$ cat src/rtl/core/ppc_pkg.sv
// Shared constants, codes and controller/datapath interface types for the pair collision block.
`timescale 1ns / 1ps
package ppc_pkg;

	localparam int MAX_PARTICLES = 4096;
	localparam int ADDR_W = (MAX_PARTICLES > 1) ? $clog2(MAX_PARTICLES) : 1;
	localparam int IDX_W = 12;
	localparam int CD_W = 31;
	localparam int REST_W = 17;

	localparam logic REG_CD = 1'b0;
	localparam logic REG_REST = 1'b1;

	localparam logic [CD_W-1:0] CD_RESET = 31'd83886;
	localparam logic [REST_W-1:0] REST_RESET = 17'd13107;

	typedef enum logic [1:0] {
		REQ_WRITE   = 2'd0,
		REQ_COLLIDE = 2'd1,
		REQ_READ    = 2'd2
	} req_t;

	typedef struct packed {
		req_t req_type;
		logic fluid_i;
		logic fluid_j;
		logic near;
		logic r2_ok;
		logic sqrt_done;
		logic div_done;
		logic cnt_two;
		logic cnt_last;
		logic vn_neg;
		logic out_free;
	} stat_t;

	typedef struct packed {
		logic load;
		logic addr_j;
		logic wr_req;
		logic wr_vel;
		logic cap_i;
		logic cap_j;
		logic diff;
		logic cnt_clr;
		logic cnt_inc;
		logic sq;
		logic sqrt_start;
		logic div_start;
		logic dot;
		logic imp;
		logic imp_latch;
		logic dv;
		logic upd;
		logic out_load;
	} cmd_t;

endpackage

$ cat src/rtl/core/ppc_ctrl.sv
// Controller state machine that sequences each request through the datapath.
`timescale 1ns / 1ps
module ppc_ctrl (
	input  logic            clk,
	input  logic            arst_n,
	input  logic            in_valid,
	output logic            in_ready,
	input  ppc_pkg::stat_t  status,
	output ppc_pkg::cmd_t   cmd
);

	typedef enum logic [19:0] {
		S_IDLE  = 20'h00001,
		S_RDI   = 20'h00002,
		S_RDJ   = 20'h00004,
		S_CAPJ  = 20'h00008,
		S_DIFF  = 20'h00010,
		S_CHK   = 20'h00020,
		S_SQ    = 20'h00040,
		S_CMP   = 20'h00080,
		S_SQRTW = 20'h00100,
		S_DIVGO = 20'h00200,
		S_DIVW  = 20'h00400,
		S_DOT   = 20'h00800,
		S_VN    = 20'h01000,
		S_IMP   = 20'h02000,
		S_IMPL  = 20'h04000,
		S_DV    = 20'h08000,
		S_UPD   = 20'h10000,
		S_WBI   = 20'h20000,
		S_WBJ   = 20'h40000,
		S_FIN   = 20'h80000
	} state_t;

	state_t state_q;
	state_t state_d;

	always_ff @(posedge clk or negedge arst_n) begin
		if (!arst_n) begin
			state_q <= S_IDLE;
		end else begin
			state_q <= state_d;
		end
	end

	always_comb begin
		state_d  = state_q;
		cmd      = '0;
		in_ready = 1'b0;
		case (state_q)
			S_IDLE: begin
				in_ready = 1'b1;
				if (in_valid) begin
					cmd.load = 1'b1;
					state_d  = S_RDI;
				end
			end
			S_RDI: begin
				if (status.req_type == ppc_pkg::REQ_WRITE) begin
					cmd.wr_req = 1'b1;
					state_d    = S_FIN;
				end else begin
					state_d = S_RDJ;
				end
			end
			S_RDJ: begin
				cmd.addr_j = 1'b1;
				cmd.cap_i  = 1'b1;
				state_d    = (status.req_type == ppc_pkg::REQ_COLLIDE) ? S_CAPJ : S_FIN;
			end
			S_CAPJ: begin
				cmd.cap_j = 1'b1;
				state_d   = S_DIFF;
			end
			S_DIFF: begin
				cmd.diff = 1'b1;
				state_d  = status.fluid_i ? S_CHK : S_FIN;
			end
			S_CHK: begin
				cmd.cnt_clr = 1'b1;
				state_d     = status.near ? S_SQ : S_FIN;
			end
			S_SQ: begin
				cmd.sq      = 1'b1;
				cmd.cnt_inc = 1'b1;
				if (status.cnt_last) begin
					state_d = S_CMP;
				end
			end
			S_CMP: begin
				if (status.r2_ok) begin
					cmd.sqrt_start = 1'b1;
					state_d        = S_SQRTW;
				end else begin
					state_d = S_FIN;
				end
			end
			S_SQRTW: begin
				if (status.sqrt_done) begin
					cmd.cnt_clr = 1'b1;
					state_d     = S_DIVGO;
				end
			end
			S_DIVGO: begin
				cmd.div_start = 1'b1;
				state_d       = S_DIVW;
			end
			S_DIVW: begin
				if (status.div_done) begin
					if (status.cnt_two) begin
						cmd.cnt_clr = 1'b1;
						state_d     = S_DOT;
					end else begin
						cmd.cnt_inc = 1'b1;
						state_d     = S_DIVGO;
					end
				end
			end
			S_DOT: begin
				cmd.dot     = 1'b1;
				cmd.cnt_inc = 1'b1;
				if (status.cnt_last) begin
					state_d = S_VN;
				end
			end
			S_VN: begin
				state_d = status.vn_neg ? S_IMP : S_FIN;
			end
			S_IMP: begin
				cmd.imp = 1'b1;
				state_d = S_IMPL;
			end
			S_IMPL: begin
				cmd.imp_latch = 1'b1;
				cmd.cnt_clr   = 1'b1;
				state_d       = S_DV;
			end
			S_DV: begin
				cmd.dv      = 1'b1;
				cmd.cnt_inc = 1'b1;
				if (status.cnt_last) begin
					state_d = S_UPD;
				end
			end
			S_UPD: begin
				cmd.upd = 1'b1;
				state_d = S_WBI;
			end
			S_WBI: begin
				cmd.wr_vel = 1'b1;
				state_d    = status.fluid_j ? S_WBJ : S_FIN;
			end
			S_WBJ: begin
				cmd.wr_vel = 1'b1;
				cmd.addr_j = 1'b1;
				state_d    = S_FIN;
			end
			S_FIN: begin
				if (status.out_free) begin
					cmd.out_load = 1'b1;
					state_d      = S_IDLE;
				end
			end
			default: begin
				state_d = S_IDLE;
			end
		endcase
	end

endmodule

$ cat config.mk
export PLATFORM = sky130hd
export DESIGN_NAME = ppc_ctrl
export DESIGN_NICKNAME = d
export VERILOG_FILES = /design/src/rtl/core/ppc_pkg.sv /design/src/rtl/core/ppc_ctrl.sv
export SDC_FILE = /design/constraint.sdc
export NUM_CORES = 1
export LEC_CHECK = 0
export ABC_CLOCK_PERIOD_IN_PS = 1950
export BUFFER_PORTS_ARGS = -buffer_cell sky130_fd_sc_hd__buf_2
export CORE_ASPECT_RATIO = 1.75
export CORE_MARGIN = 4
export CORE_UTILIZATION = 30
export CTS_CLUSTER_SIZE = 8
export DETAILED_ROUTE_END_ITERATION = 10
export HOLD_SLACK_MARGIN = 0.06
export SLEW_MARGIN = 40
export SYNTH_ARGS = -nofsm -noshare
export SYNTH_HDL_FRONTEND = slang
export SYNTH_SLANG_ARGS = --single-unit
$ cat constraint.sdc
create_clock -name clk -period 1.95 [get_ports clk]
set_input_delay 0.195 -clock clk [delete_from_list [all_inputs] [get_ports clk]]
set_output_delay 0.195 -clock clk [all_outputs]
set_load 0.02 [all_outputs]
==> out/metrics.cfg <==
[outcome]
status = complete, but fails checks
violations = setup timing

[clock_tree]
clk_pin_slew_worst_paths_ns = 0.08
clk_path_buf_depth = 2
htreeDepth = 1
cts_tree = yes
cts-buffers-inserted = 3
clkLatencyLatePin_ns = 0.26
cts-root-buf = clkbuf_8
cts.sinks = 20

[layout]
final_util_pct = 59.7
top_regs = state_q (20)
drive_gt1_share_pct = 62.5
top_register = state_q
nFillCells = 369
largest_register_ff_count = 20
final_cells = 300
fin_nets = 267
n_antenna_cell = 0
syn2layout_area_growth_pct = 90.1

[yosys]
synth_commonest_cells = 19 x dfrtp_1, 18 x nor2_1, 10 x inv_1, 7 x nand3_1
synth_seq_cells = 20
synth_top_area_share_pct = 35.8
synth_edf_count = 0
yosys_warnings = 0
synth_top_cells_by_area = dfrtp_1 36%, nor2_1 5.1%, nor4_2 4.7%
synth.most_common_cell = dfrtp_1
synth_fp_nets = 156
ys_types = 42
ys_seq_area_share_pct = 37.8
synth_cells = 141
ys_async_sr_fraction_pct = 100
ys.flop_type = dfrtp_1
syn_area_um2 = 1330
synth_area_per_cell_um2 = 9.42
yosys.area.top_type = dfrtp_1

[pwr]
power.density_nw_per_um2 = 810
p_leak_uw = 0.00131
power.total_uw = 2040
irDropWorstVdd_uv = 872

[die]
die_y_um = 96
io_pins = 34
rows = 31
dieArea_um2 = 5600
initial_core_util_pct = 31.4
coreArea_um2 = 4230
die_w_um = 58.3

[timing]
finClkSkew_ns = 0.00264
max_freq_mhz = 429
fin_crit_ns = 2.33
hold_ws_ns = 0.147
worst_slack_ns = -0.381
slew_violations = 0
relSlewSlack_pct = 68.2
period_share_pct = 120
worst_pin_slew_ns = 0.477
setup_viol = 28
hold_violations = 0
rsz0062_at_grt = yes

[worst_setup_path]
r2r_setup_slack_ns = -0.23
crit_fanout = 4
cp-start-kind = register
cp-end-kind = output pin
slowest_stage = dfrtp_1
crit_chain = nor4_4 -> buf_4 -> and4_4 -> buf_6 -> nand4b_1 -> nor3_2 -> buf_4
rr_worst_depth = 8
crit_family = simple AND/OR/NAND/NOR gates
critPathMostFrequentCell = buf_4
worstSetupPathType = register to output pin
cp.arrival_ns = 2.14
cp.required_ns = 1.75
cpPeakStageDelay_ns = 0.42
worst-path-buf-inv = 3
cp.depth = 7

[global_routing]
antenna_found_initial = 0
grt_usage_pct = 19.1
grt_pass1_wl_um = 8010
grt_max_degree = 21
grt_pass1_vias = 1717
overflow = 0

[placed_design]
globalplace.congestion = 0.864
hpwl_um = 3590
place_inst = 262
port_buffers = 33

[drt]
wl_per_cell_um = 17.6
drc_errors = 0
dr.first_iter.drc_count = 56
antenna_left = 0
viasPerCell = 5.56
vias = 1667
wirelength_um = 5280
drtPass1Iterations = 4

[flow_run]
maxCapViolations = 0

[hold_path]
hold_path_class = input pin to register
min_path_cells = 3

## routing by layer
layer	wire [µm]	global-route usage, %
met5	0	0
met4	294	10.4
met3	284	3.09
met2	2860	35.4
met1	1850	19.6
## final cells by class
| type | instances | area, µm² | share of cell area, % |
|---|---|---|---|
| Clock buffer | 4 | 45.0 | 1.78 |
| Inverter | 10 | 37.5 | 1.49 |
| Multi-Input combinational cell | 111 | 1030 | 40.7 |
| Sequential cell | 20 | 504 | 20.0 |
| Tap cell | 49 | 61.3 | 2.43 |
| Timing Repair Buffer | 106 | 850 | 33.7 |
## cells in the final DEF (no fill, tap or decap), types with 3 or more instances in the layout
cell type | Yosys | routed
and3_1 | 3 | 3
and4_4 | 0 | 4
and4b_2 | 2 | 4
buf_2 | 0 | 14
buf_4 | 0 | 68
buf_6 | 0 | 23
clkbuf_8 | 0 | 3
dfrtp_1 | 19 | 17
inv_1 | 10 | 9
nand2_1 | 6 | 5
nand3_4 | 0 | 3
nand3b_1 | 3 | 3
nand4_1 | 3 | 3
nand4b_1 | 6 | 6
nor2_1 | 18 | 14
nor4_4 | 0 | 8
o21ai_0 | 4 | 3
xor2_1 | 3 | 3
## path summary, 6_finish.rpt
check                                  from          end
worst max register to register  state_q[18]   state_q[0]
max in group asynchronous            arst_n  state_q[12]
worst min register to register  state_q[13]  state_q[13]
min in group asynchronous            arst_n  state_q[17]
worst min-delay path              status[1]  state_q[13]
worst max-delay path             state_q[6]      cmd[15]
## through the flow
step,setup slack (ns),TNS [ns],instance area [µm²]
after CTS,-0.331,-4.39,2340
after global placement,-0.197,-1.30,1910
after global routing,-0.493,-7.63,2520
after floorplan,-0.0683,-0.142,1390
final,-0.381,-5.28,2520
after detailed placement,-0.205,-1.48,1910
## worst reg2reg max path, cell delays in order, from the launching register on
cell     delay [ns]
dfrtp_1        0.43
or4_4          0.61
nor4b_4        0.32
and4_4         0.29
buf_4          0.11
nor2_1         0.03
nand4_1        0.06
nor3_1         0.05
a32o_1         0.21
## cells by family (layout without fill, tap and decap cells)
| family | count (synthesis) | after routing | share of synthesized area, % |
|---|---|---|---|
| simple gates | 90 | 90 | 46.7 |
| flops | 20 | 20 | 37.8 |
| compound gates | 18 | 18 | 10.7 |
| buf+inv | 10 | 120 | 2.83 |
| xor+xnor | 3 | 3 | 1.98 |
## what timing repair did
item / in CTS / in global routing
hold buffers: 1 / 0
pin swaps: 26 / 18
setup endpoints to repair: 26 / 29
setup buffers: 20 / 14
gates resized for setup: 59 / 21
hold endpoints to repair: 19 / 0
## report_power, final
group / internal [µW] / leakage (µW) / switching (µW)
clock network: 146 / 0.0000228 / 143
registers: 454 / 0.000271 / 36.1
logic: 692 / 0.00101 / 572
total: 1290 / 0.00131 / 751
(Power assumes the default switching activity.)
